===== config.mk =====
export PLATFORM = sky130hd
export DESIGN_NAME = pncm_chan_cell
export DESIGN_NICKNAME = d
export VERILOG_FILES = /design/src/rtl/palette_nearest_color_map_unit_assert.svh /design/src/rtl/pncm_pkg.sv /design/src/rtl/pncm_chan_cell.sv
export SDC_FILE = /design/constraint.sdc
export NUM_CORES = 1
export LEC_CHECK = 0
export BUFFER_PORTS_ARGS = -buffer_cell sky130_fd_sc_hd__buf_2
export CAP_MARGIN = 20
export CORE_MARGIN = 3
export CORE_UTILIZATION = 50
export CTS_CLUSTER_DIAMETER = 40
export CTS_CLUSTER_SIZE = 10
export DETAILED_ROUTE_END_ITERATION = 16
export GPL_TIMING_DRIVEN = 0
export PLACE_DENSITY = 0.79
export REMOVE_ABC_BUFFERS = 1
export SYNTH_ARGS = -nofsm -noshare
export SYNTH_HDL_FRONTEND = slang
export SYNTH_SLANG_ARGS = --single-unit

===== constraint.sdc =====
create_clock -name clk -period 7 [get_ports clk]
set_clock_uncertainty 0.1 [all_clocks]
set_input_delay 1.4 -clock clk [delete_from_list [all_inputs] [get_ports clk]]
set_output_delay 1.4 -clock clk [all_outputs]
set_load 0.01 [all_outputs]

===== src/rtl/palette_nearest_color_map_unit_assert.svh =====
// Assertion macros for the palette nearest-color map unit.
`ifndef PALETTE_NEAREST_COLOR_MAP_UNIT_ASSERT_SVH
`define PALETTE_NEAREST_COLOR_MAP_UNIT_ASSERT_SVH

`ifndef ASSERT_OFF
// same-cycle implication, sampled on clk, off during reset
`define PNCM_ASSERT_IMP(lbl, ante, cons, msg) \
	lbl: assert property (@(posedge clk) disable iff (!arst_n) (ante) |-> (cons)) \
		else $error(msg);
// next-cycle implication
`define PNCM_ASSERT_NXT(lbl, ante, cons, msg) \
	lbl: assert property (@(posedge clk) disable iff (!arst_n) (ante) |=> (cons)) \
		else $error(msg);
`else
`define PNCM_ASSERT_IMP(lbl, ante, cons, msg)
`define PNCM_ASSERT_NXT(lbl, ante, cons, msg)
`endif

`endif


===== src/rtl/pncm_pkg.sv =====
`timescale 1ns / 1ps
// Shared types and constants of the palette nearest-color map unit.
package pncm_pkg;

	localparam int CH_W     = 8;
	localparam int ENTRY_W  = 3 * CH_W;
	localparam int DIST_W   = 18;
	localparam int SQ_W     = 2 * CH_W;
	localparam int C5_W     = 5;
	localparam int S_DATA_W = 48;
	localparam int RES_W    = 58;
	localparam int M_DATA_W = 64;

	localparam logic CMD_LOAD  = 1'b0;
	localparam logic CMD_QUERY = 1'b1;

	localparam logic [CH_W-1:0] ALPHA_OPAQUE = 8'hFF;
	localparam logic [CH_W-1:0] ALPHA_CLEAR  = 8'h00;

	// low bits of a 5-bit channel widened to 8: (c << 3) + 4
	localparam logic [2:0] EXPAND_LSBS = 3'b100;

	typedef struct packed {
		logic valid;
		logic last;
	} ctl_t;

	typedef enum logic [1:0] {
		ST_IDLE,
		ST_SCAN,
		ST_DRAIN
	} state_t;

endpackage


===== src/rtl/pncm_chan_cell.sv =====
`timescale 1ns / 1ps
// One channel cell: adds the squared difference of one color byte to the running distance.
module pncm_chan_cell #(
	parameter int IDX_W = 8
) (
	input  logic                             clk,
	input  logic                             arst_n,
	input  logic                             q_load,
	input  logic [pncm_pkg::CH_W-1:0]        q_byte,
	input  pncm_pkg::ctl_t                   ctl_in,
	input  logic [IDX_W-1:0]                 idx_in,
	input  logic [pncm_pkg::ENTRY_W-1:0]     entry_in,
	input  logic [pncm_pkg::DIST_W-1:0]      sum_in,
	output pncm_pkg::ctl_t                   ctl_out,
	output logic [IDX_W-1:0]                 idx_out,
	output logic [pncm_pkg::ENTRY_W-1:0]     entry_out,
	output logic [pncm_pkg::DIST_W-1:0]      sum_out
);
	import pncm_pkg::*;

	logic [CH_W-1:0]    q_q;
	logic [CH_W-1:0]    e_byte;
	logic [CH_W-1:0]    diff;
	logic [SQ_W-1:0]    sq;
	ctl_t               ctl_q;
	logic [IDX_W-1:0]   idx_q;
	logic [ENTRY_W-1:0] entry_q;
	logic [DIST_W-1:0]  sum_q;

	// this cell always works on the low byte; the rest moves down for the next cell
	assign e_byte = entry_in[CH_W-1:0];
	assign diff   = (q_q > e_byte) ? (q_q - e_byte) : (e_byte - q_q);
	assign sq     = diff * diff;

	always_ff @(posedge clk or negedge arst_n) begin
		if (!arst_n) begin
			ctl_q <= '0;
		end else begin
			ctl_q <= ctl_in;
		end
	end

	always_ff @(posedge clk) begin
		if (q_load) begin
			q_q <= q_byte;
		end
		idx_q   <= idx_in;
		entry_q <= {CH_W'(0), entry_in[ENTRY_W-1:CH_W]};
		sum_q   <= sum_in + DIST_W'(sq);
	end

	assign ctl_out   = ctl_q;
	assign idx_out   = idx_q;
	assign entry_out = entry_q;
	assign sum_out   = sum_q;

endmodule


* After elaboration in Yosys (flattened, before gate mapping) *
Index checks and enable logic that the tools add are counted.

storage, ports and cells
  register bits = 52
  word-level logic and storage cells = 12
  output and inout bits = 52
  bits of input ports = 63

cells by class
  $lt $le $gt $ge = 1
  muxes and demuxes = 1
  $add $sub $neg = 3
  multipliers = 1

operator list
  operator                                      count
  18-bit by 16-bit adder with 18-bit output     1
  8-bit by 8-bit multiplier with 16-bit output  1
  8-bit subtractor                              2
  8-bit > comparator                            1
  8-bit two-way mux                             1

* Longest topological paths before layout *
Gate-level depths: netlist of the first run.

  word-level depth = 4
  depth in mapped cells = 27
  gate-level depth less buffers = 27

* Worst setup path before layout of the first run *
Ideal clock, no wire load.

  kind = input-to-reg
  start point = input port entry_in[5] (netlist name)
  end point = register sum_q[14] (netlist: sum_out[14])
  setup time = 0.127 ns
  cell stages on the path = 25
  slack = -0.366 ns
  buffers on the path = 1
  required time = 6.773 ns
  arrival time = 7.139 ns
  path through = inv_1 -> ha_1 -> buf_6 -> a21o_1 -> a211o_1 -> o21ai_4 -> mux2i_1 -> xor2_1 -> inv_1 -> nand2_1 -> fa_1 -> fa_1 -> inv_1 -> ha_1 -> inv_1 -> fa_1 -> inv_1 -> ha_1 -> a21o_1 -> a21o_1 -> a311oi_2 -> o221ai_1 -> a2111oi_0 -> nor3_1 -> xor2_1

on the way
  word-level cells in the longest chain between the ends = 4
  elaborated cells on any way between the ends = 6
  those cells by class = add/sub (3); mul (1); order compare (1); mux (1)

ends and longest elaborated chain
  element                                                 RTL line              text
  start, declared                                         pncm_chan_cell.sv:12  input logic [pncm_pkg::ENTRY_W-1:0] entry_in,
  8-bit subtractor or 8-bit > comparator (tied branches)  pncm_chan_cell.sv:32  assign diff = (q_q > e_byte) ? (q_q - e_byte) : (e_byte - q_q);
  8-bit two-way mux *                                     pncm_chan_cell.sv:32
  8-bit by 8-bit multiplier with 16-bit output *          pncm_chan_cell.sv:33  assign sq = diff * diff;
  18-bit by 16-bit adder with 18-bit output *             pncm_chan_cell.sv:49  sum_q <= sum_in + DIST_W'(sq);
  end signal, assigned                                    pncm_chan_cell.sv:49
  end, declared                                           pncm_chan_cell.sv:28  logic [DIST_W-1:0] sum_q;

Every way passes the cells marked *; elsewhere a longest branch is shown, timed or not.
A chain may end at the register's enable or synchronous reset.

* Worst setup path after layout of the first run *
  start point = input port entry_in[0] (netlist name)
  end point = register sum_q[14] (netlist: sum_out[14])

The elaborated chain is that of the path after synthesis.

==> results.md, run 1 <==
* RR Startpoint: q_q[0]
* Largest net degree at the start of global routing at 19
* Initial antenna violation count at 0
* Unique masters post-synth at 48
* Grt ovf at 0
* ANT nets after route at 0
* GP Congestion at between 0.8 and 0.9
* Syn avg cell area at approximately 10 µm²
* Antenna fix cells at 0
* Buf/Inv on CP at 8
* Status: complete, no violations
* CTS sink count at 52
* Synthesized cell area at a little over 4000 µm²
* Longest Clk Path Bufs at 2
* CTS root buf: clkbuf_8
* Crit path capture type: flip-flop
* Initial Utilization at 0.5210
* Dominant synthesized flop cell: dfxtp_1
* DR iter-0 viols at 179
* Synthesis-to-finish area growth at 34.42%
* Worst EP required at about 7.1 ns
* DR vias at 3,316
* Crit path launch type: input port
* Crit path kind: in2reg
* CTS tree: built
* R2R cell count at 28
* Die W at approximately 96 µm
* Post-synth ARST share at 0.03846
* Sequential area share after synthesis at 0.2766
* Drt total wl at between 10 and 15 mm
* Nets at 711
* Final Hold Fails at 0
* Worst hold slack at between 0.7 and 0.8 ns
* Slowest stage cell, crit path: fa_1
* Post-synth EDFFs at 8
* Number of CTS-inserted buffers at 5
* Wire per inst at 15.53 µm
* Row count at 32
* Crit path DAT at 7.11 ns
* Worst hold-check path type: in2async
* PortBufs at 106
* Top cells by area, synth: dfxtp_1 21%, fa_1 19%, ha_1 18%
* Post-route minimum period at 6.967 ns
* Post-Synthesis Cells at about 400
* Worst-path clk slew at 0.13 ns
* Global-route wire length before repair at 13.05 mm
* Die H at 96.43 µm
* Reg2reg end: sum_out[14]
* Area of the core at 7848 µm²
* Highest clock rate at between 0.1 and 0.15 GHz
* Layout cells sized above 1 at 0.4130
* Yosys top cell area share at 0.2056
* Max-slew violations at 0
* Largest delay contributor family on the critical path: adder cells
* Post-DP HPWL at between 6 and 7 mm
* Post-Route Utilization at 0.7004
* Avg Vias per Cell at 5.070
* Tcrit/Tclk final at 0.9953
* Endpoints failing setup at 0
* Top cell type by total area after synthesis: dfxtp_1
* DR pass1 iterations at 5
* Ports at 115
* CTS HTree Levels at 2
* Total negative slack at 0 ns
* MaxCap Viol Count at 0
* YS warnings at 0
* Vias in the first global route at 3,059
* Seq cells post-synth at 52
* Worst skew pair latency at 0.34 ns
* Max incr delay on CP at 0.51 ns
* Cts hold-fix bufs at 0
* Die ar. at 9299 µm²
* DRC Markers at 0
* Total GRT Usage at 0.1820
* R2R Setup Slk at 0.64 ns
* Crit-path max FO at 4
==> layout make-up <==
class	count	area (µm²)
multi-input combinational	252	2924
fill	565	2351
sequential	52	1131
timing repair buffer	147	867.1
inverter	93	351.6
tap	102	127.6
clock buffer	5	68.82
clock inverter	3	26.28
==> how the worst max path moves through the flow <==
stage	startpoint	end	cells past startpoint
4_1_cts	entry_in[5]	sum_out[14]	26
5_1_grt	entry_in[0]	sum_out[15]	25
6_report	entry_in[0]	sum_out[14]	28
3_3_place_gp	entry_in[5]	sum_out[14]	25
3_5_place_dp	entry_in[5]	sum_out[14]	25
2_1_floorplan	entry_in[5]	sum_out[14]	24
==> flip-flops by register name (all words and copies together) (netlist names) <==
register and flops:
idx_out 8, ctl_out 2, q_q 8, sum_out 18, entry_out 16
==> per-layer routing <==
metal  up-vias  GRT usage  part of all wire
li1       1550          -                 -
met1      1597     0.2027              0.36
met2       126     0.3295              0.54
met3        43    0.04028             0.056
met4         0    0.08294             0.048
met5         -          0                 0
==> cells by family after synthesis <==
group	share of synthesized area
buffers and inverters	0.1092
flip-flops	0.2766
other	0.0009171
AO/OA/AOI/OAI	0.09210
adder cells (fa/ha/maj)	0.3684
AND/OR/NAND/NOR	0.07191
multiplexers	0.01958
XOR/XNOR	0.06120
==> metrics by stage <==
step	std cells	cell area [µm²]	setup WS, ns
finish	654	5497	0.03288
global route	654	5497	-0.1353
CTS	631	5059	-0.03519
detailed placement	605	4676	-1.184
global placement	605	4676	-1.105
floorplan	397	4018	-0.3456
==> timing repair <==
item / CTS / global route
cloned: 0 / 0
resized for setup: 31 / 58
pin swaps: 12 / 51
buffers inserted: 18 / 23
endpoints found under the setup margin: 9 / 7
==> cell usage after synthesis, types with 3 or more instances <==
cell type and instances:
dfxtp_1 42, inv_1 93, nand3_1 4, buf_2 3
edfxtp_1 8, nor3_1 3, or2_2 4, or2_1 3
xnor2_1 14, a21oi_1 11, nor2_1 26, mux2i_1 8
ha_1 58, o21ai_0 9, a31oi_1 4, a21o_1 13
nand2_1 8, fa_1 39, xor2_1 9, buf_4 9
==> cells in the final DEF, fill, tap and decap left out, types with 4 or more instances in the layout <==
cell / n
inv_1: 83
clkbuf_8: 5
o21ai_0: 7
xnor2_2: 5
nor2_2: 9
mux2i_4: 6
conb_1: 8
dfxtp_1: 42
a21oi_1: 9
xnor2_1: 11
nor2_1: 19
a21o_1: 13
inv_2: 9
buf_4: 37
nand2_1: 7
edfxtp_1: 8
xor2_1: 7
ha_1: 46
fa_1: 35
fa_2: 4
ha_4: 12
buf_2: 105
Power of run 1 is not shown: default switching activity piles up to over one toggle a cycle in this logic, so the estimate is an artifact.
==> run 2: changes to the inputs <==
- ABC_AREA: default -> 1
- PLACE_DENSITY: 0.79 -> 0.78
==> results.md, run 2 <==
* Number of CTS-inserted buffers at 5 (unchanged)
* Grt ovf at 0 (unchanged)
* Most frequent cells in the layout: 126 x inv_1, 106 x buf_2, 98 x nand2_1
* Seq cells post-synth at 52 (unchanged)
* Top cells by area, synth: dfxtp_1 19%, fa_1 18%, ha_1 16%
* Slowest stage cell, crit path: fa_1
* Max reg flops at 18 (unchanged)
* Die H at 100.1 µm (+3.8%)
* Post-route minimum period at 6.488 ns (-0.4791 ns)
* Crit path kind: in2reg
* CTS tree: built
* CTS sink count at 52 (unchanged)
* CTS HTree Levels at 2 (unchanged)
* Drt total wl at 8.507 mm (-16%)
* Tcrit/Tclk final at 0.9269 (-0.06844)
* Syn avg cell area at 8.398 µm² (-17%)
* CTS root buf: clkbuf_8
* Max incr delay on CP at 0.53 ns (+0.02 ns)
* Placed Instances at 732 (+21%)
* Synthesized cell area at 4425 µm² (+8.2%)
* Top cell type by total area after synthesis: dfxtp_1
* Final cell count without fillers at 740 (+13%)
* Synthesis-to-finish area growth at 15.61%
* Ports at 115 (unchanged)
* DR pass1 iterations at 4 (-1)
* Global-route wire length before repair at 14.59 mm (+12%)
* Initial Utilization at 0.5254 (+0.004355)
* Avg Vias per Cell at 4.686 (-7.6%)
* Total GRT Usage at 0.1780 (-0.003977)
* GP Congestion at 0.9111 (+6.6%)
* Final Hold Fails at 0 (unchanged)
* Register area at 1131 µm² (unchanged)
* Die W at 100.1 µm (+3.8%)
* Longest Clk Path Bufs at 2 (unchanged)
* Crit path launch type: input port
* Layout cells sized above 1 at 0.2236 (-0.1894)
* Wire per inst at 11.50 µm (-26%)
* Crit-path max FO at 8 (+4)
* Endpoints failing setup at 0 (unchanged)
* DR iter-0 viols at 64 (-64%)
* Post-Synth Simple-Gate Area at 0.1849 (+0.1130)
* Met3 routed WL at 413 µm (-27%)
* Post-synth EDFFs at 8 (unchanged)
* Met2 wire length at 4.662 mm (-15%)
* Worst skew pair latency at 0.30 ns (-0.04 ns)
* Max-slew violations at 0 (unchanged)
* Unrepaired setup endpoints after global routing: false
* Unique masters post-synth at 36 (-25%)
* Row count at 33 (+3.1%)
* Nets at 794 (+12%)
* DR vias at 3,468 (+4.6%)
* ANT nets after route at 0 (unchanged)
* Dominant synthesized flop cell: dfxtp_1
* Initial antenna violation count at 0 (unchanged)
* Most common cell after layout, fill and taps aside: inv_1
* Resize count post-CTS at 0 (-100%)
* Antenna fix cells at 0 (unchanged)
* MaxCap Viol Count at 0 (unchanged)
* Main combinational cell family by area after synthesis: adder cells
* M1 wire length at 3.319 mm (-8.2%)
* Total negative slack at 0 ns (unchanged)
* Yosys top cell area share at 0.1900 (-0.01564)
* Multiplexer share of the synthesized area at 0 (-0.01958)
* RR Startpoint: q_q[0]
* Post-Synthesis Cells at 527 (+30%)
* Area occupied by multi-input gates at 2734 µm² (-6.5%)
* Post-CTS Setup Bufs at 0 (-18)
* Worst EP required at 7.12 ns (-0.02 ns)
* Post-synth ARST share at 0.03846 (unchanged)
* Post-Synth Adder-Cell Area at 0.3404 (-0.02802)
* Post-DP HPWL at 7.520 mm (+17%)
* PortBufs at 106 (unchanged)
* Most frequent cell after synthesis: inv_1
* Cts hold-fix bufs at 0 (unchanged)
* Critical Path Source: entry_in[0]
* Worst hold-check path type: in2async
* Highest clock rate at 0.1541 GHz (+7.4%)
* DRC Markers at 0 (unchanged)
* Sequential area share after synthesis at 0.2556 (-0.02104)
* Synth top cells by count: 126 x inv_1, 98 x nand2_1, 58 x ha_1
* Die ar. at 10,020 µm² (+7.7%)
* Post-Route Utilization at 0.6074 (-0.09302)
* Max layer used: met4
* Area of the core at 8423 µm² (+7.3%)
* Crit path capture type: flip-flop
* YS warnings at 0 (unchanged)
* Synth Area in Compound Gates at 0.04411 (-0.04800)
* Worst-path clk slew at 0.11 ns (-0.02 ns)
* FILL cells at 783 (+39%)
* Crit path DAT at 6.61 ns (-0.50 ns)
* Vias in the first global route at 3,571 (+17%)
* Post-synthesis xor/xnor area fraction at 0.04156 (-0.01964)
* Status: complete, no violations
* Largest net degree at the start of global routing at 19 (unchanged)
[run 2: changes by cell type after synthesis, sizes merged, moves of 6 or more]
cell,delta
a21o,-10
inv,+38
mux2i,-8
nand2,+105
nand3,+17
nor2,+6
o21bai,+6
or2,-6
xnor2,-6
[run 2: final timing paths]
| path | to | slack (ns) | cells past startpoint |
|---|---|---|---|
| min in group clk | sum_out[0] | 0.94 | 3 |
| max in group asynchronous | ctl_out[1] | 5.95 | 1 |
| worst max register to register | sum_out[15] | 1.23 | 29 |
| worst max-delay path | sum_out[15] | 0.51 | 29 |
| worst min-delay path | ctl_out[0] | 0.76 | 1 |
| worst min register to register | sum_out[0] | 0.94 | 3 |
[run 2: logic make-up after synthesis]
group,after synthesis
and+or+nand+nor,179
other,1
xor gates and xnor gates,21
buffers and inverters,144
DFF,52
adders and majority gates,97
AOI/OAI and AO/OA,33
[run 2: metal layers]
layer	GRT usage	vias up
met1	0.1983	1594
met3	0.03127	11
met2	0.3489	88
met5	0	-
li1	-	1775
met4	0.04041	0
[run 2: cell type report]
class                      count  area share
timing repair buffer         106      0.1037
clock buffer                   5     0.01345
clock inverter                 3    0.005136
tap                          105     0.02568
inverter                     131     0.09660
multi-input combinational    338      0.5344
sequential                    52      0.2211
[run 2: per-stage QoR]
stage / cell area, µm² / worst slack (ns) / hold slack, ns
2_1_floorplan: 4359 / 0.6728 / 0.7639
3_3_place_gp: 5021 / 0.2115 / 0.9062
3_5_place_dp: 5021 / 0.1597 / 0.9162
4_1_cts: 5116 / 0.4953 / 0.7379
5_1_grt: 5116 / 0.03550 / 0.7311
6_report: 5116 / 0.5120 / 0.7558
[run 2: critical path: cells and delay by family]
family / cells / cell delay [ns]
compound gates: 2 / 0.43
fa+ha+maj: 7 / 2.89
buf+inv: 7 / 0.46
simple gates: 13 / 1.42
Power of run 2 is left out for the same reason.
