**src/rtl/palette_nearest_color_map_unit_assert.svh**
```systemverilog
// Assertion macros for the palette nearest-color map unit.
`ifndef PALETTE_NEAREST_COLOR_MAP_UNIT_ASSERT_SVH
`define PALETTE_NEAREST_COLOR_MAP_UNIT_ASSERT_SVH

`ifndef ASSERT_OFF
// same-cycle implication, sampled on clk, off during reset
`define PNCM_ASSERT_IMP(lbl, ante, cons, msg) \
	lbl: assert property (@(posedge clk) disable iff (!arst_n) (ante) |-> (cons)) \
		else $error(msg);
// next-cycle implication
`define PNCM_ASSERT_NXT(lbl, ante, cons, msg) \
	lbl: assert property (@(posedge clk) disable iff (!arst_n) (ante) |=> (cons)) \
		else $error(msg);
`else
`define PNCM_ASSERT_IMP(lbl, ante, cons, msg)
`define PNCM_ASSERT_NXT(lbl, ante, cons, msg)
`endif

`endif

```
**src/rtl/pncm_pkg.sv**
```systemverilog
`timescale 1ns / 1ps
// Shared types and constants of the palette nearest-color map unit.
package pncm_pkg;

	localparam int CH_W     = 8;
	localparam int ENTRY_W  = 3 * CH_W;
	localparam int DIST_W   = 18;
	localparam int SQ_W     = 2 * CH_W;
	localparam int C5_W     = 5;
	localparam int S_DATA_W = 48;
	localparam int RES_W    = 58;
	localparam int M_DATA_W = 64;

	localparam logic CMD_LOAD  = 1'b0;
	localparam logic CMD_QUERY = 1'b1;

	localparam logic [CH_W-1:0] ALPHA_OPAQUE = 8'hFF;
	localparam logic [CH_W-1:0] ALPHA_CLEAR  = 8'h00;

	// low bits of a 5-bit channel widened to 8: (c << 3) + 4
	localparam logic [2:0] EXPAND_LSBS = 3'b100;

	typedef struct packed {
		logic valid;
		logic last;
	} ctl_t;

	typedef enum logic [1:0] {
		ST_IDLE,
		ST_SCAN,
		ST_DRAIN
	} state_t;

endpackage

```
**src/rtl/pncm_min_track.sv**
```systemverilog
`timescale 1ns / 1ps
// Running minimum over the distance stream; lowest index kept on ties.
module pncm_min_track #(
	parameter int IDX_W = 8
) (
	input  logic                        clk,
	input  logic                        arst_n,
	input  logic                        start,
	input  pncm_pkg::ctl_t              ctl_in,
	input  logic [IDX_W-1:0]            idx_in,
	input  logic [pncm_pkg::DIST_W-1:0] dist_in,
	output logic                        done,
	output logic [IDX_W-1:0]            best_idx,
	output logic [pncm_pkg::DIST_W-1:0] best_dist
);
	import pncm_pkg::*;

	logic              have_q;
	logic              done_q;
	logic              take;
	logic [IDX_W-1:0]  best_idx_q;
	logic [DIST_W-1:0] best_dist_q;

	// strict compare: entries arrive in index order, so the earlier one wins a tie
	assign take = ctl_in.valid && (!have_q || (dist_in < best_dist_q));

	always_ff @(posedge clk or negedge arst_n) begin
		if (!arst_n) begin
			have_q <= 1'b0;
			done_q <= 1'b0;
		end else begin
			done_q <= ctl_in.valid && ctl_in.last;
			if (start) begin
				have_q <= 1'b0;
			end else if (ctl_in.valid) begin
				have_q <= 1'b1;
			end
		end
	end

	always_ff @(posedge clk) begin
		if (take) begin
			best_idx_q  <= idx_in;
			best_dist_q <= dist_in;
		end
	end

	assign done      = done_q;
	assign best_idx  = best_idx_q;
	assign best_dist = best_dist_q;

endmodule

```
**config.mk**
```make
export PLATFORM = sky130hd
export DESIGN_NAME = pncm_min_track
export DESIGN_NICKNAME = d
export VERILOG_FILES = /design/src/rtl/palette_nearest_color_map_unit_assert.svh /design/src/rtl/pncm_pkg.sv /design/src/rtl/pncm_min_track.sv
export SDC_FILE = /design/constraint.sdc
export NUM_CORES = 1
export LEC_CHECK = 0
export BUFFER_PORTS_ARGS = -buffer_cell sky130_fd_sc_hd__buf_4
export CAP_MARGIN = 40
export CORE_MARGIN = 3
export CORE_UTILIZATION = 45
export DETAILED_ROUTE_END_ITERATION = 6
export PLACE_DENSITY = 0.77
export SYNTH_ARGS = -nofsm -noshare
export SYNTH_HDL_FRONTEND = slang
export SYNTH_SLANG_ARGS = --single-unit
```
**constraint.sdc**
```tcl
create_clock -name clk -period 2.8 [get_ports clk]
set_clock_uncertainty 0.05 [all_clocks]
set_input_delay 0.42 -clock clk [delete_from_list [all_inputs] [get_ports clk]]
set_output_delay 0.42 -clock clk [all_outputs]
set_load 0.005 [all_outputs]
```
; Yosys cells after proc, flatten, opt, wreduce, memory -nomap -nowiden
; Cells that the tools add are included.
[classes]
magnitude_cmp = 1
muxes = 2
reduce_logical = 5
[op_table]
columns = cell, count
row1 = $lt A18 B18 Y1, 1
row2 = $logic_and A1 B1 Y1, 2
row3 = $mux W1, 2
row4 = $reduce_bool A2 Y1, 1
row5 = $logic_not A1 Y1, 1
row6 = $logic_or A1 B1 Y1, 1
[totals]
ff_bits = 28
in_bits = 31
output_inout_bits = 27
wordCells = 12

; Longest topological paths before layout
; Gate-level depths: netlist of run 1.
[logic_depth]
depth_word = 3
ltp_mapped = 7
ltp_nobuf = 7

; Least setup slack after synthesis of run 1
; No wires, ideal clock.
[synth_timing]
path_type = input port to flip-flop
start = input dist_in[7] (netlist name)
end = register best_dist_q[0], in the netlist best_dist[0], enable pin
setup_ns = 0.385
arrival_ns = 2.037
t_required_ns = 2.365
slack_ns = 0.328
path_stages = 5
n_path_buf = 0
cell_sequence = ha_1 > a211oi_1 > nor2_1 > o41ai_1 > a22o_1
[synth_between]
elab_chain_cells = 3
[synth_lines]
columns = item, line
row1 = start: declaration, pncm_min_track.sv:11  ; input logic [pncm_pkg::DIST_W-1:0] dist_in,
row2 = $lt A18 B18 Y1, pncm_min_track.sv:25  ; assign take = ctl_in.valid && (!have_q || (dist_in < best_dist_q));
row3 = $logic_or A1 B1 Y1, pncm_min_track.sv:25
row4 = $logic_and A1 B1 Y1, pncm_min_track.sv:25
row5 = via take, pncm_min_track.sv:20  ; logic take;
row6 = end signal: assignment, pncm_min_track.sv:44  ; best_dist_q <= dist_in;
row7 = end: declaration, pncm_min_track.sv:22  ; logic [DIST_W-1:0] best_dist_q;
; The timed path passes the listed nets, and every way through them passes these cells.
; A chain may end at the register's enable or synchronous reset.

; Worst setup path after layout of run 1
[layout_timing]
start = register best_dist_q[7], in the netlist best_dist[7]
end = register best_dist_q[15], in the netlist best_dist[15], enable pin
[layout_between]
elab_chain_cells = 3
[layout_lines]
columns = item, line
row1 = $lt A18 B18 Y1, pncm_min_track.sv:25
row2 = $logic_or A1 B1 Y1, pncm_min_track.sv:25
row3 = $logic_and A1 B1 Y1, pncm_min_track.sv:25
row4 = via take, pncm_min_track.sv:20
; The timed path passes the listed nets, and every way through them passes these cells.

==> impl_metrics.prom, run 1 <==
# TYPE chip_impl_metric gauge
chip_impl_metric{name="critical_path_required",unit="ps"} 2770
chip_impl_metric{name="achievable-frequency",unit="MHz"} 456.5
chip_impl_metric{name="maximum_number_of_pins_on_one_net_before_global_route_repair",unit=""} 18
chip_impl_metric{name="vias",unit=""} 895
chip_impl_metric{name="design.final.nets",unit=""} 204
chip_impl_info{name="synth_flop_cell",value="edfxtp_1"} 1
chip_impl_metric{name="remaining_drc_errors",unit=""} 0
chip_impl_metric{name="ys_seq_area_share",unit="%"} 64.40
chip_impl_metric{name="drt-vias-per-instance",unit=""} 4.838
chip_impl_metric{name="syn-num-nets",unit=""} 139
chip_impl_metric{name="clock_latency",unit="ps"} 310
chip_impl_metric{name="grt_usage",unit="%"} 15.58
chip_impl_metric{name="fp-row-count",unit=""} 18
chip_impl_info{name="netlist.top_cell.by_area",value="edfxtp_1"} 1
chip_impl_metric{name="leakagePower",unit="nW"} 0.8762
chip_impl_metric{name="ir_worst_vdd",unit="mV"} 0.3132
chip_impl_metric{name="gp_congestion",unit=""} 0.6993
chip_impl_info{name="critPathKind",value="flip-flop to flip-flop"} 1
chip_impl_metric{name="synth_warnings",unit=""} 0
chip_impl_metric{name="antenna-diode-count",unit=""} 0
chip_impl_metric{name="clk_slew_on_worst_s_h_paths",unit="ps"} 140
chip_impl_metric{name="max-slew-margin-rel",unit="%"} 80.45
chip_impl_info{name="rsz0062_at_grt",value="no"} 1
chip_impl_metric{name="synth_edf_count",unit=""} 26
chip_impl_metric{name="ratio_of_total_power_to_cell_area",unit="nW/µm²"} 499.2
chip_impl_metric{name="initial_core_util",unit="%"} 49.81
chip_impl_info{name="worst_path_max_delay_cell",value="edfxtp_1"} 1
chip_impl_metric{name="area.growth.synth_to_final",unit="%"} 40.83
chip_impl_metric{name="layout-drive-gt1-share",unit="%"} 41.94
chip_impl_metric{name="fp.dieW",unit="µm"} 59.54
chip_impl_info{name="kind_of_end_point_of_the_critical_path",value="flip-flop"} 1
chip_impl_metric{name="synth_largest_type_area_fraction",unit="%"} 60.52
chip_impl_info{name="status",value="finished, final reports clean"} 1
chip_impl_metric{name="io_buffer_count",unit=""} 57
chip_impl_metric{name="fillerInstances",unit=""} 196
chip_impl_metric{name="dp.final_hpwl",unit="µm"} 2072
chip_impl_metric{name="die_h",unit="µm"} 59.54
chip_impl_metric{name="worst_ep_arrival_time",unit="ps"} 2160
chip_impl_metric{name="synth.ff_latch_count",unit=""} 28
chip_impl_metric{name="finalMaxSlewViolations",unit=""} 0
chip_impl_metric{name="min_period_over_period",unit="%"} 78.23
chip_impl_metric{name="cts_made_buffers",unit=""} 3
chip_impl_metric{name="ant_nets",unit=""} 0
chip_impl_info{name="cts_tree",value="yes"} 1
chip_impl_metric{name="final.setup.tns",unit="ps"} 0
chip_impl_info{name="critical_path.cell_chain",value="inv_1 > ha_1 > a211oi_1 > nor2_1 > o41ai_1 > a22o_1 > buf_4"} 1
chip_impl_metric{name="grt_remaining_overflow",unit=""} 0
chip_impl_metric{name="routed_wl",unit="µm"} 2547
chip_impl_metric{name="cap_violations",unit=""} 0
chip_impl_metric{name="post_cts.resized_instances",unit=""} 0
chip_impl_metric{name="critical_path_max_stage_delay",unit="ps"} 420
chip_impl_metric{name="fin_cells",unit=""} 185
chip_impl_metric{name="area.sequential",unit="µm²"} 830.8
chip_impl_metric{name="number_of_antenna_violations_at_the_first_check_in_global_routing",unit=""} 0
chip_impl_metric{name="crit_path_max_fanout",unit=""} 17
chip_impl_metric{name="cts.sinks",unit=""} 28
chip_impl_metric{name="worstMarginPinSlew",unit="ps"} 289.5
chip_impl_metric{name="period_minus_slack",unit="ps"} 2190
chip_impl_metric{name="syn_area_per_cell",unit="µm²"} 14.18
chip_impl_info{name="netlist_top_cells_count",value="edfxtp_1 (26), inv_1 (18), ha_1 (17), a21oi_1 (4), nor2_1 (4)"} 1
chip_impl_metric{name="grt_pass1_wl",unit="µm"} 4133
chip_impl_metric{name="synth_cell_types",unit=""} 21
chip_impl_metric{name="detail_route.iter0.violations",unit=""} 3
chip_impl_info{name="worst_setup_path_start_kind",value="flip-flop"} 1
chip_impl_metric{name="final_util",unit="%"} 70.14
chip_impl_metric{name="synthArstFlopShare",unit="%"} 7.143
chip_impl_info{name="worstHoldPathType",value="primary input to flip-flop"} 1
chip_impl_info{name="clock-root-buffer",value="clkbuf_4"} 1
chip_impl_metric{name="multi_input_comb_area",unit="µm²"} 391.6
chip_impl_metric{name="final_area",unit="µm²"} 1817
chip_impl_metric{name="wire_per_inst",unit="µm"} 13.77
chip_impl_metric{name="clk_path_buf_depth",unit=""} 2
chip_impl_metric{name="first_global_vias",unit=""} 944
chip_impl_metric{name="netlist_area_before_placement",unit="µm²"} 1290
chip_impl_info{name="post-synth-top-count-cell",value="edfxtp_1"} 1
chip_impl_metric{name="placed_inst_area",unit="µm²"} 1770
chip_impl_metric{name="die_area",unit="µm²"} 3545
chip_impl_metric{name="syn-instance-count",unit=""} 91
chip_impl_metric{name="finalWorstSetupSlack",unit="ps"} 609.6
chip_impl_metric{name="hold_violations",unit=""} 0
chip_impl_metric{name="detailedRoute.firstPassIterationCount",unit=""} 4
chip_impl_metric{name="ctsHtreeMaxLevel",unit=""} 1
chip_impl_metric{name="core_area",unit="µm²"} 2590
chip_impl_metric{name="setup_violations",unit=""} 0
chip_impl_metric{name="total_instance_count_after_detailed_placement",unit=""} 180
chip_impl_metric{name="preCtsSetupSlack",unit="ps"} 443.3
chip_impl_info{name="ranking_of_synthesized_cells_by_area",value="edfxtp_1 (61%), ha_1 (16%), inv_1 (5.2%), dfrtp_1 (3.9%), a21oi_1 (1.6%)"} 1
chip_impl_metric{name="boundaryPins",unit=""} 58
-- power by group --
part	internal, mW	total [mW]	switching [mW]
clock	0.0794	0.190	0.111
combinational	0.109	0.194	0.0850
sequential	0.506	0.523	0.0169
-- stage by stage --
step,total power [mW],hold slack [ps]
after CTS,0.9234,164.8
final,0.9069,184.3
after global routing,0.9656,147.7
after floorplan,0.6102,74.41
after global placement,0.7213,156.2
after detailed placement,0.7284,154.6
-- routing by layer --
layer  GRT usage (%)  part of all wire (%)  vias to the layer above
met5               0                     0                        -
met4           4.747                  0.59                        0
met3           3.486                   9.6                        2
met2           27.30                    49                       35
met1           19.01                    41                      397
li1                -                     -                      461
-- final timing paths --
| path | from | to | slack [ps] | depth (start not counted) |
|---|---|---|---|---|
| max reg2reg | best_dist[7] | best_dist[15] | 610 | 7 |
| min | start | have_q | 180 | 2 |
| max | best_dist[7] | best_dist[15] | 610 | 7 |
| min in group asynchronous | arst_n | done | 360 | 2 |
| min reg2reg | have_q | have_q | 460 | 2 |
| max in group asynchronous | arst_n | have_q | 2260 | 2 |
-- cell families (layout without fill, tap and decap cells) --
logic type / after synthesis / count (layout) / synth area share, %
AND/OR/NAND/NOR: 15 / 15 / 6.789
AO/OA/AOI/OAI: 13 / 13 / 7.081
buffers and inverters: 18 / 82 / 5.237
adder cells (fa/ha/maj): 17 / 17 / 16.49
flip-flops: 28 / 28 / 64.40
-- worst max-delay path: cells and delay by family, from the launching register on --
family                   cells  cell delay (ps)
AO/OA/AOI/OAI                3              780
adder cells (fa/ha/maj)      1              230
buffers and inverters        2              340
flip-flops                   1              420
AND/OR/NAND/NOR              1               70
-- final cells by class --
| cell class | count | share of cell area [%] |
|---|---|---|
| multi-input cells | 45 | 21.56 |
| repair buffers | 60 | 24.93 |
| inverters | 18 | 3.719 |
| flip-flops and latches | 28 | 45.73 |
| well taps | 30 | 2.066 |
| clock buffers | 4 | 1.997 |
-- registers in the layout (all words and copies together), names as in the netlist --
register,flops
have_q,1
done,1
best_idx,8
best_dist,18
-- timing repair --
action	CTS	global route
buffers inserted	0	0
endpoints found under the hold margin	2	0
hold buffers	1	0
-- cell usage in the layout (no fill, tap or decap) --
cell type,Yosys,final
buf_4,0,59
edfxtp_1,26,26
inv_1,18,18
ha_1,17,17
a21oi_1,4,4
nor2_1,4,4
nand4_1,3,3
clkbuf_4,0,3
a21o_1,2,2
nand2_1,2,2
o21ai_0,2,2
dfrtp_1,2,2
nand3_1,1,1
nor4b_1,1,1
a211oi_1,1,1
a41oi_1,1,1
nand2b_4,1,1
a211oi_2,1,1
nor3_1,1,1
nor3b_1,1,1
o41ai_1,1,1
a22o_1,1,1
and2_1,1,1
clkbuf_8,0,1
dlygate4sd3_1,0,1
No activity file was read; power rests on OpenSTA's default activity.
==> run 2, diff against run 1 <==
ABC_AREA = 1   (was unset)
CORE_UTILIZATION = 42   (was 45)
PLACE_DENSITY = 0.75   (was 0.77)
clock period = 1.8 ns   (was 2.8 ns; I/O delays follow)
==> run 2 against run 1 <==
The flow now finishes with violations (setup timing); setup slack worse by 690 ps; routed wire length is 5.3% higher; fmax is 17% higher; via count is 16% higher; critical path type unchanged; critical endpoint is now best_dist[12].
==> impl_metrics.prom, run 2 <==
# TYPE chip_impl_metric gauge
chip_impl_info{name="status",value="finished with violations"} 1
chip_impl_info{name="violated_checks",value="setup timing"} 1
chip_impl_metric{name="grt.met2_usage",unit="%"} 26.48
chip_impl_metric{name="clk_path_buf_depth",unit=""} 2
chip_impl_metric{name="syn-instance-count",unit=""} 118
chip_impl_info{name="worst_r2r_endpoint",value="best_dist[12]"} 1
chip_impl_metric{name="ctsHtreeMaxLevel",unit=""} 1
chip_impl_info{name="netlist_top_cells_count",value="inv_1 (27), edfxtp_1 (26), nand2_1 (25), ha_1 (17), nor2_1 (5)"} 1
chip_impl_metric{name="syn-num-nets",unit=""} 166
chip_impl_metric{name="fillerInstances",unit=""} 240
chip_impl_metric{name="ys_seq_area_share",unit="%"} 60.97
chip_impl_metric{name="antenna-diode-count",unit=""} 0
chip_impl_metric{name="die_area",unit="µm²"} 3963
chip_impl_metric{name="drt-vias-per-instance",unit=""} 4.417
chip_impl_metric{name="multi_input_comb_area",unit="µm²"} 503.0
chip_impl_info{name="rsz0062_at_grt",value="yes"} 1
chip_impl_metric{name="first_global_vias",unit=""} 1045
chip_impl_info{name="worst_setup_path_start_kind",value="flip-flop"} 1
chip_impl_metric{name="critical_path_required",unit="ps"} 1810
chip_impl_metric{name="placed_inst_area",unit="µm²"} 1953
chip_impl_metric{name="grt_remaining_overflow",unit=""} 0
chip_impl_metric{name="core_area",unit="µm²"} 3078
chip_impl_metric{name="p_seq_share",unit="%"} 52.2
chip_impl_info{name="cts_tree",value="yes"} 1
chip_impl_metric{name="rrSetupSlack",unit="ps"} -80
chip_impl_metric{name="fp-row-count",unit=""} 20
chip_impl_metric{name="dp.final_hpwl",unit="µm"} 2182
chip_impl_metric{name="reg2regPathDepth",unit=""} 8
chip_impl_metric{name="hold-path-cell-count",unit=""} 2
chip_impl_info{name="netlist.top_cell.by_area",value="edfxtp_1"} 1
chip_impl_metric{name="grt_use_met1",unit="%"} 14.91
chip_impl_info{name="ranking_of_synthesized_cells_by_area",value="edfxtp_1 (57%), ha_1 (16%), inv_1 (7.4%), nand2_1 (6.9%), dfrtp_1 (3.7%)"} 1
chip_impl_metric{name="worstMarginPinSlew",unit="ps"} 183.4
chip_impl_metric{name="largest_register_ff_count",unit=""} 18
chip_impl_metric{name="wire_per_inst",unit="µm"} 11.41
chip_impl_metric{name="number_of_antenna_violations_at_the_first_check_in_global_routing",unit=""} 0
chip_impl_info{name="critical_path.cell_chain",value="inv_1 > ha_1 > a21oi_1 > nand2_1 > a21oi_2 > nand3_2 > a21oi_4 > buf_12"} 1
chip_impl_metric{name="cts.sinks",unit=""} 28
chip_impl_metric{name="remaining_drc_errors",unit=""} 0
chip_impl_metric{name="hold_violations",unit=""} 0
chip_impl_metric{name="finalMaxSlewViolations",unit=""} 0
chip_impl_metric{name="layout-drive-gt1-share",unit="%"} 47.12
chip_impl_metric{name="netlist_area_before_placement",unit="µm²"} 1363
chip_impl_metric{name="critical_path_max_stage_delay",unit="ps"} 410
chip_impl_info{name="kind_of_end_point_of_the_critical_path",value="flip-flop"} 1
chip_impl_metric{name="area.sequential",unit="µm²"} 830.8
chip_impl_info{name="clock-root-buffer",value="clkbuf_4"} 1
chip_impl_metric{name="total_power",unit="mW"} 1.501
chip_impl_metric{name="die_h",unit="µm"} 62.96
chip_impl_metric{name="power.switching_fraction",unit="%"} 22.32
chip_impl_metric{name="p_comb_share",unit="%"} 20.7
chip_impl_metric{name="synth_edf_count",unit=""} 26
chip_impl_metric{name="total_switching_power",unit="µW"} 335.0
chip_impl_info{name="rr_startpoint",value="best_dist[13]"} 1
chip_impl_metric{name="synthArstFlopShare",unit="%"} 7.143
chip_impl_metric{name="area.growth.synth_to_final",unit="%"} 53.54
chip_impl_metric{name="crit_path_max_fanout",unit=""} 16
chip_impl_metric{name="synth.ff_latch_count",unit=""} 28
chip_impl_metric{name="finalWorstSetupSlack",unit="ps"} -78.13
chip_impl_metric{name="io_buffer_count",unit=""} 57
chip_impl_metric{name="clk_slew_on_worst_s_h_paths",unit="ps"} 140
chip_impl_metric{name="worst_ep_arrival_time",unit="ps"} 1880
chip_impl_metric{name="max-slew-margin-rel",unit="%"} 87.75
chip_impl_metric{name="total_instance_count_after_detailed_placement",unit=""} 229
chip_impl_info{name="post-synth-top-count-cell",value="inv_1"} 1
chip_impl_metric{name="fin_cells",unit=""} 235
chip_impl_metric{name="vias",unit=""} 1038
chip_impl_metric{name="detailedRoute.firstPassIterationCount",unit=""} 4
chip_impl_metric{name="boundaryPins",unit=""} 58
chip_impl_metric{name="initial_core_util",unit="%"} 44.27
chip_impl_metric{name="synth_warnings",unit=""} 0
chip_impl_metric{name="cap_violations",unit=""} 0
chip_impl_metric{name="internal_power_of_the_cells",unit="mW"} 1.166
chip_impl_info{name="min_delay_worst_endpoint",value="have_q"} 1
chip_impl_info{name="critPathKind",value="flip-flop to flip-flop"} 1
chip_impl_info{name="layout_common_cells",value="buf_4 (66), edfxtp_1 (26), inv_1 (24), nand2_1 (24), ha_1 (12)"} 1
chip_impl_metric{name="ant_nets",unit=""} 0
chip_impl_metric{name="routed_wl",unit="µm"} 2681
chip_impl_info{name="timing.critical_path.from",value="best_dist[13]"} 1
chip_impl_metric{name="grt_util_met3",unit="%"} 3.237
chip_impl_metric{name="clock_latency",unit="ps"} 320
chip_impl_metric{name="min_period_over_period",unit="%"} 104.3
chip_impl_metric{name="timing.critical_path.buf_inv",unit=""} 2
chip_impl_metric{name="leakagePower",unit="nW"} 1.025
chip_impl_info{name="synth_flop_cell",value="edfxtp_1"} 1
chip_impl_info{name="grt-busiest-layer",value="met2"} 1
chip_impl_info{name="hp-start",value="start"} 1
chip_impl_metric{name="clock_power_share",unit="%"} 27.1
chip_impl_info{name="mostFrequentLayoutCell",value="buf_4"} 1
chip_impl_metric{name="syn_area_per_cell",unit="µm²"} 11.55
chip_impl_metric{name="gp_congestion",unit=""} 0.7564
chip_impl_metric{name="final_area",unit="µm²"} 2092
chip_impl_info{name="critPathTopFamily",value="compound AO/OA/AOI/OAI gates"} 1
chip_impl_metric{name="synth_largest_type_area_fraction",unit="%"} 57.30
chip_impl_info{name="worstHoldPathType",value="primary input to flip-flop"} 1
chip_impl_info{name="worst_path_max_delay_cell",value="edfxtp_1"} 1
chip_impl_metric{name="achievable-frequency",unit="MHz"} 532.4
chip_impl_metric{name="design.final.nets",unit=""} 240
chip_impl_metric{name="setup_violations",unit=""} 26
chip_impl_metric{name="maximum_number_of_pins_on_one_net_before_global_route_repair",unit=""} 17
chip_impl_metric{name="cts_made_buffers",unit=""} 3
chip_impl_metric{name="grt_pass1_wl",unit="µm"} 4436
chip_impl_metric{name="fin_worst_hold_slack",unit="ps"} 31.20
chip_impl_metric{name="fp.dieW",unit="µm"} 62.96
chip_impl_metric{name="grt_usage",unit="%"} 13.88
chip_impl_metric{name="period_minus_slack",unit="ps"} 1878
chip_impl_metric{name="ratio_of_total_power_to_cell_area",unit="nW/µm²"} 717.5
chip_impl_metric{name="ir_worst_vdd",unit="mV"} 0.3806
chip_impl_metric{name="synth_cell_types",unit=""} 16
chip_impl_metric{name="detail_route.iter0.violations",unit=""} 18
## run 2: changes by cell type after synthesis, moves of 2 or more
cell / before / now
nand2_1: 2 / 25
inv_1: 18 / 27
nand4_1: 3 / 0
a21oi_2: 0 / 2
nand3_2: 0 / 2
nor2_2: 0 / 2
## run 2: area by class of cell
cell class	count	share of cell area, %
Clock inverter	1	1.435
Multi-Input combinational cell	62	24.04
Inverter	28	5.024
Tap cell	44	2.632
Clock buffer	3	1.077
Sequential cell	28	39.71
Timing Repair Buffer	69	26.08
## run 2: metal layers
layer	wire length, µm	up-vias
met3	185	2
met1	1034	476
met2	1450	31
met4	12	0
met5	0	-
li1	-	529
## run 2: worst max-delay path by stage
stage,end,depth (start not counted)
finish,best_dist[12],8
detailed placement,best_idx[5],12
floorplan,best_dist[0],9
global route,best_dist[13],8
CTS,best_dist[12],8
global placement,best_idx[4],8
## run 2: power by group through the flow
| stage | sequential, mW | combinational (mW) | clock, mW |
|---|---|---|---|
| after floorplan | 0.800 | 0.111 | 0 |
| after global placement | 0.796 | 0.280 | 0 |
| after detailed placement | 0.797 | 0.290 | 0 |
| after CTS | 0.783 | 0.305 | 0.419 |
| after global routing | 0.789 | 0.346 | 0.440 |
| final | 0.783 | 0.311 | 0.407 |
## run 2: cells by family after synthesis
group                    share of synthesized area, %
AO/OA/AOI/OAI                                   3.673
adder cells (fa/ha/maj)                         15.61
buffers and inverters                           7.713
flip-flops                                      60.97
AND/OR/NAND/NOR                                 12.03
## run 2: through the flow
stage | util [%] | TNS (ps) | setup WS [ps]
after floorplan | - | -6205 | -238.7
after global placement | 63.46 | -2188 | -92.68
after detailed placement | 63.46 | -2589 | -108.2
after CTS | 66.95 | -2311 | -102.3
after global routing | 67.97 | -4367 | -186.7
final | 67.97 | -1703 | -78.13
## run 2: repair_timing
action | in CTS | in global routing
setup buffers | 1 | 0
resized for setup | 3 | 7
hold buffers | 1 | 0
endpoints found under the hold margin | 2 | 0
setup endpoints to repair | 26 | 26
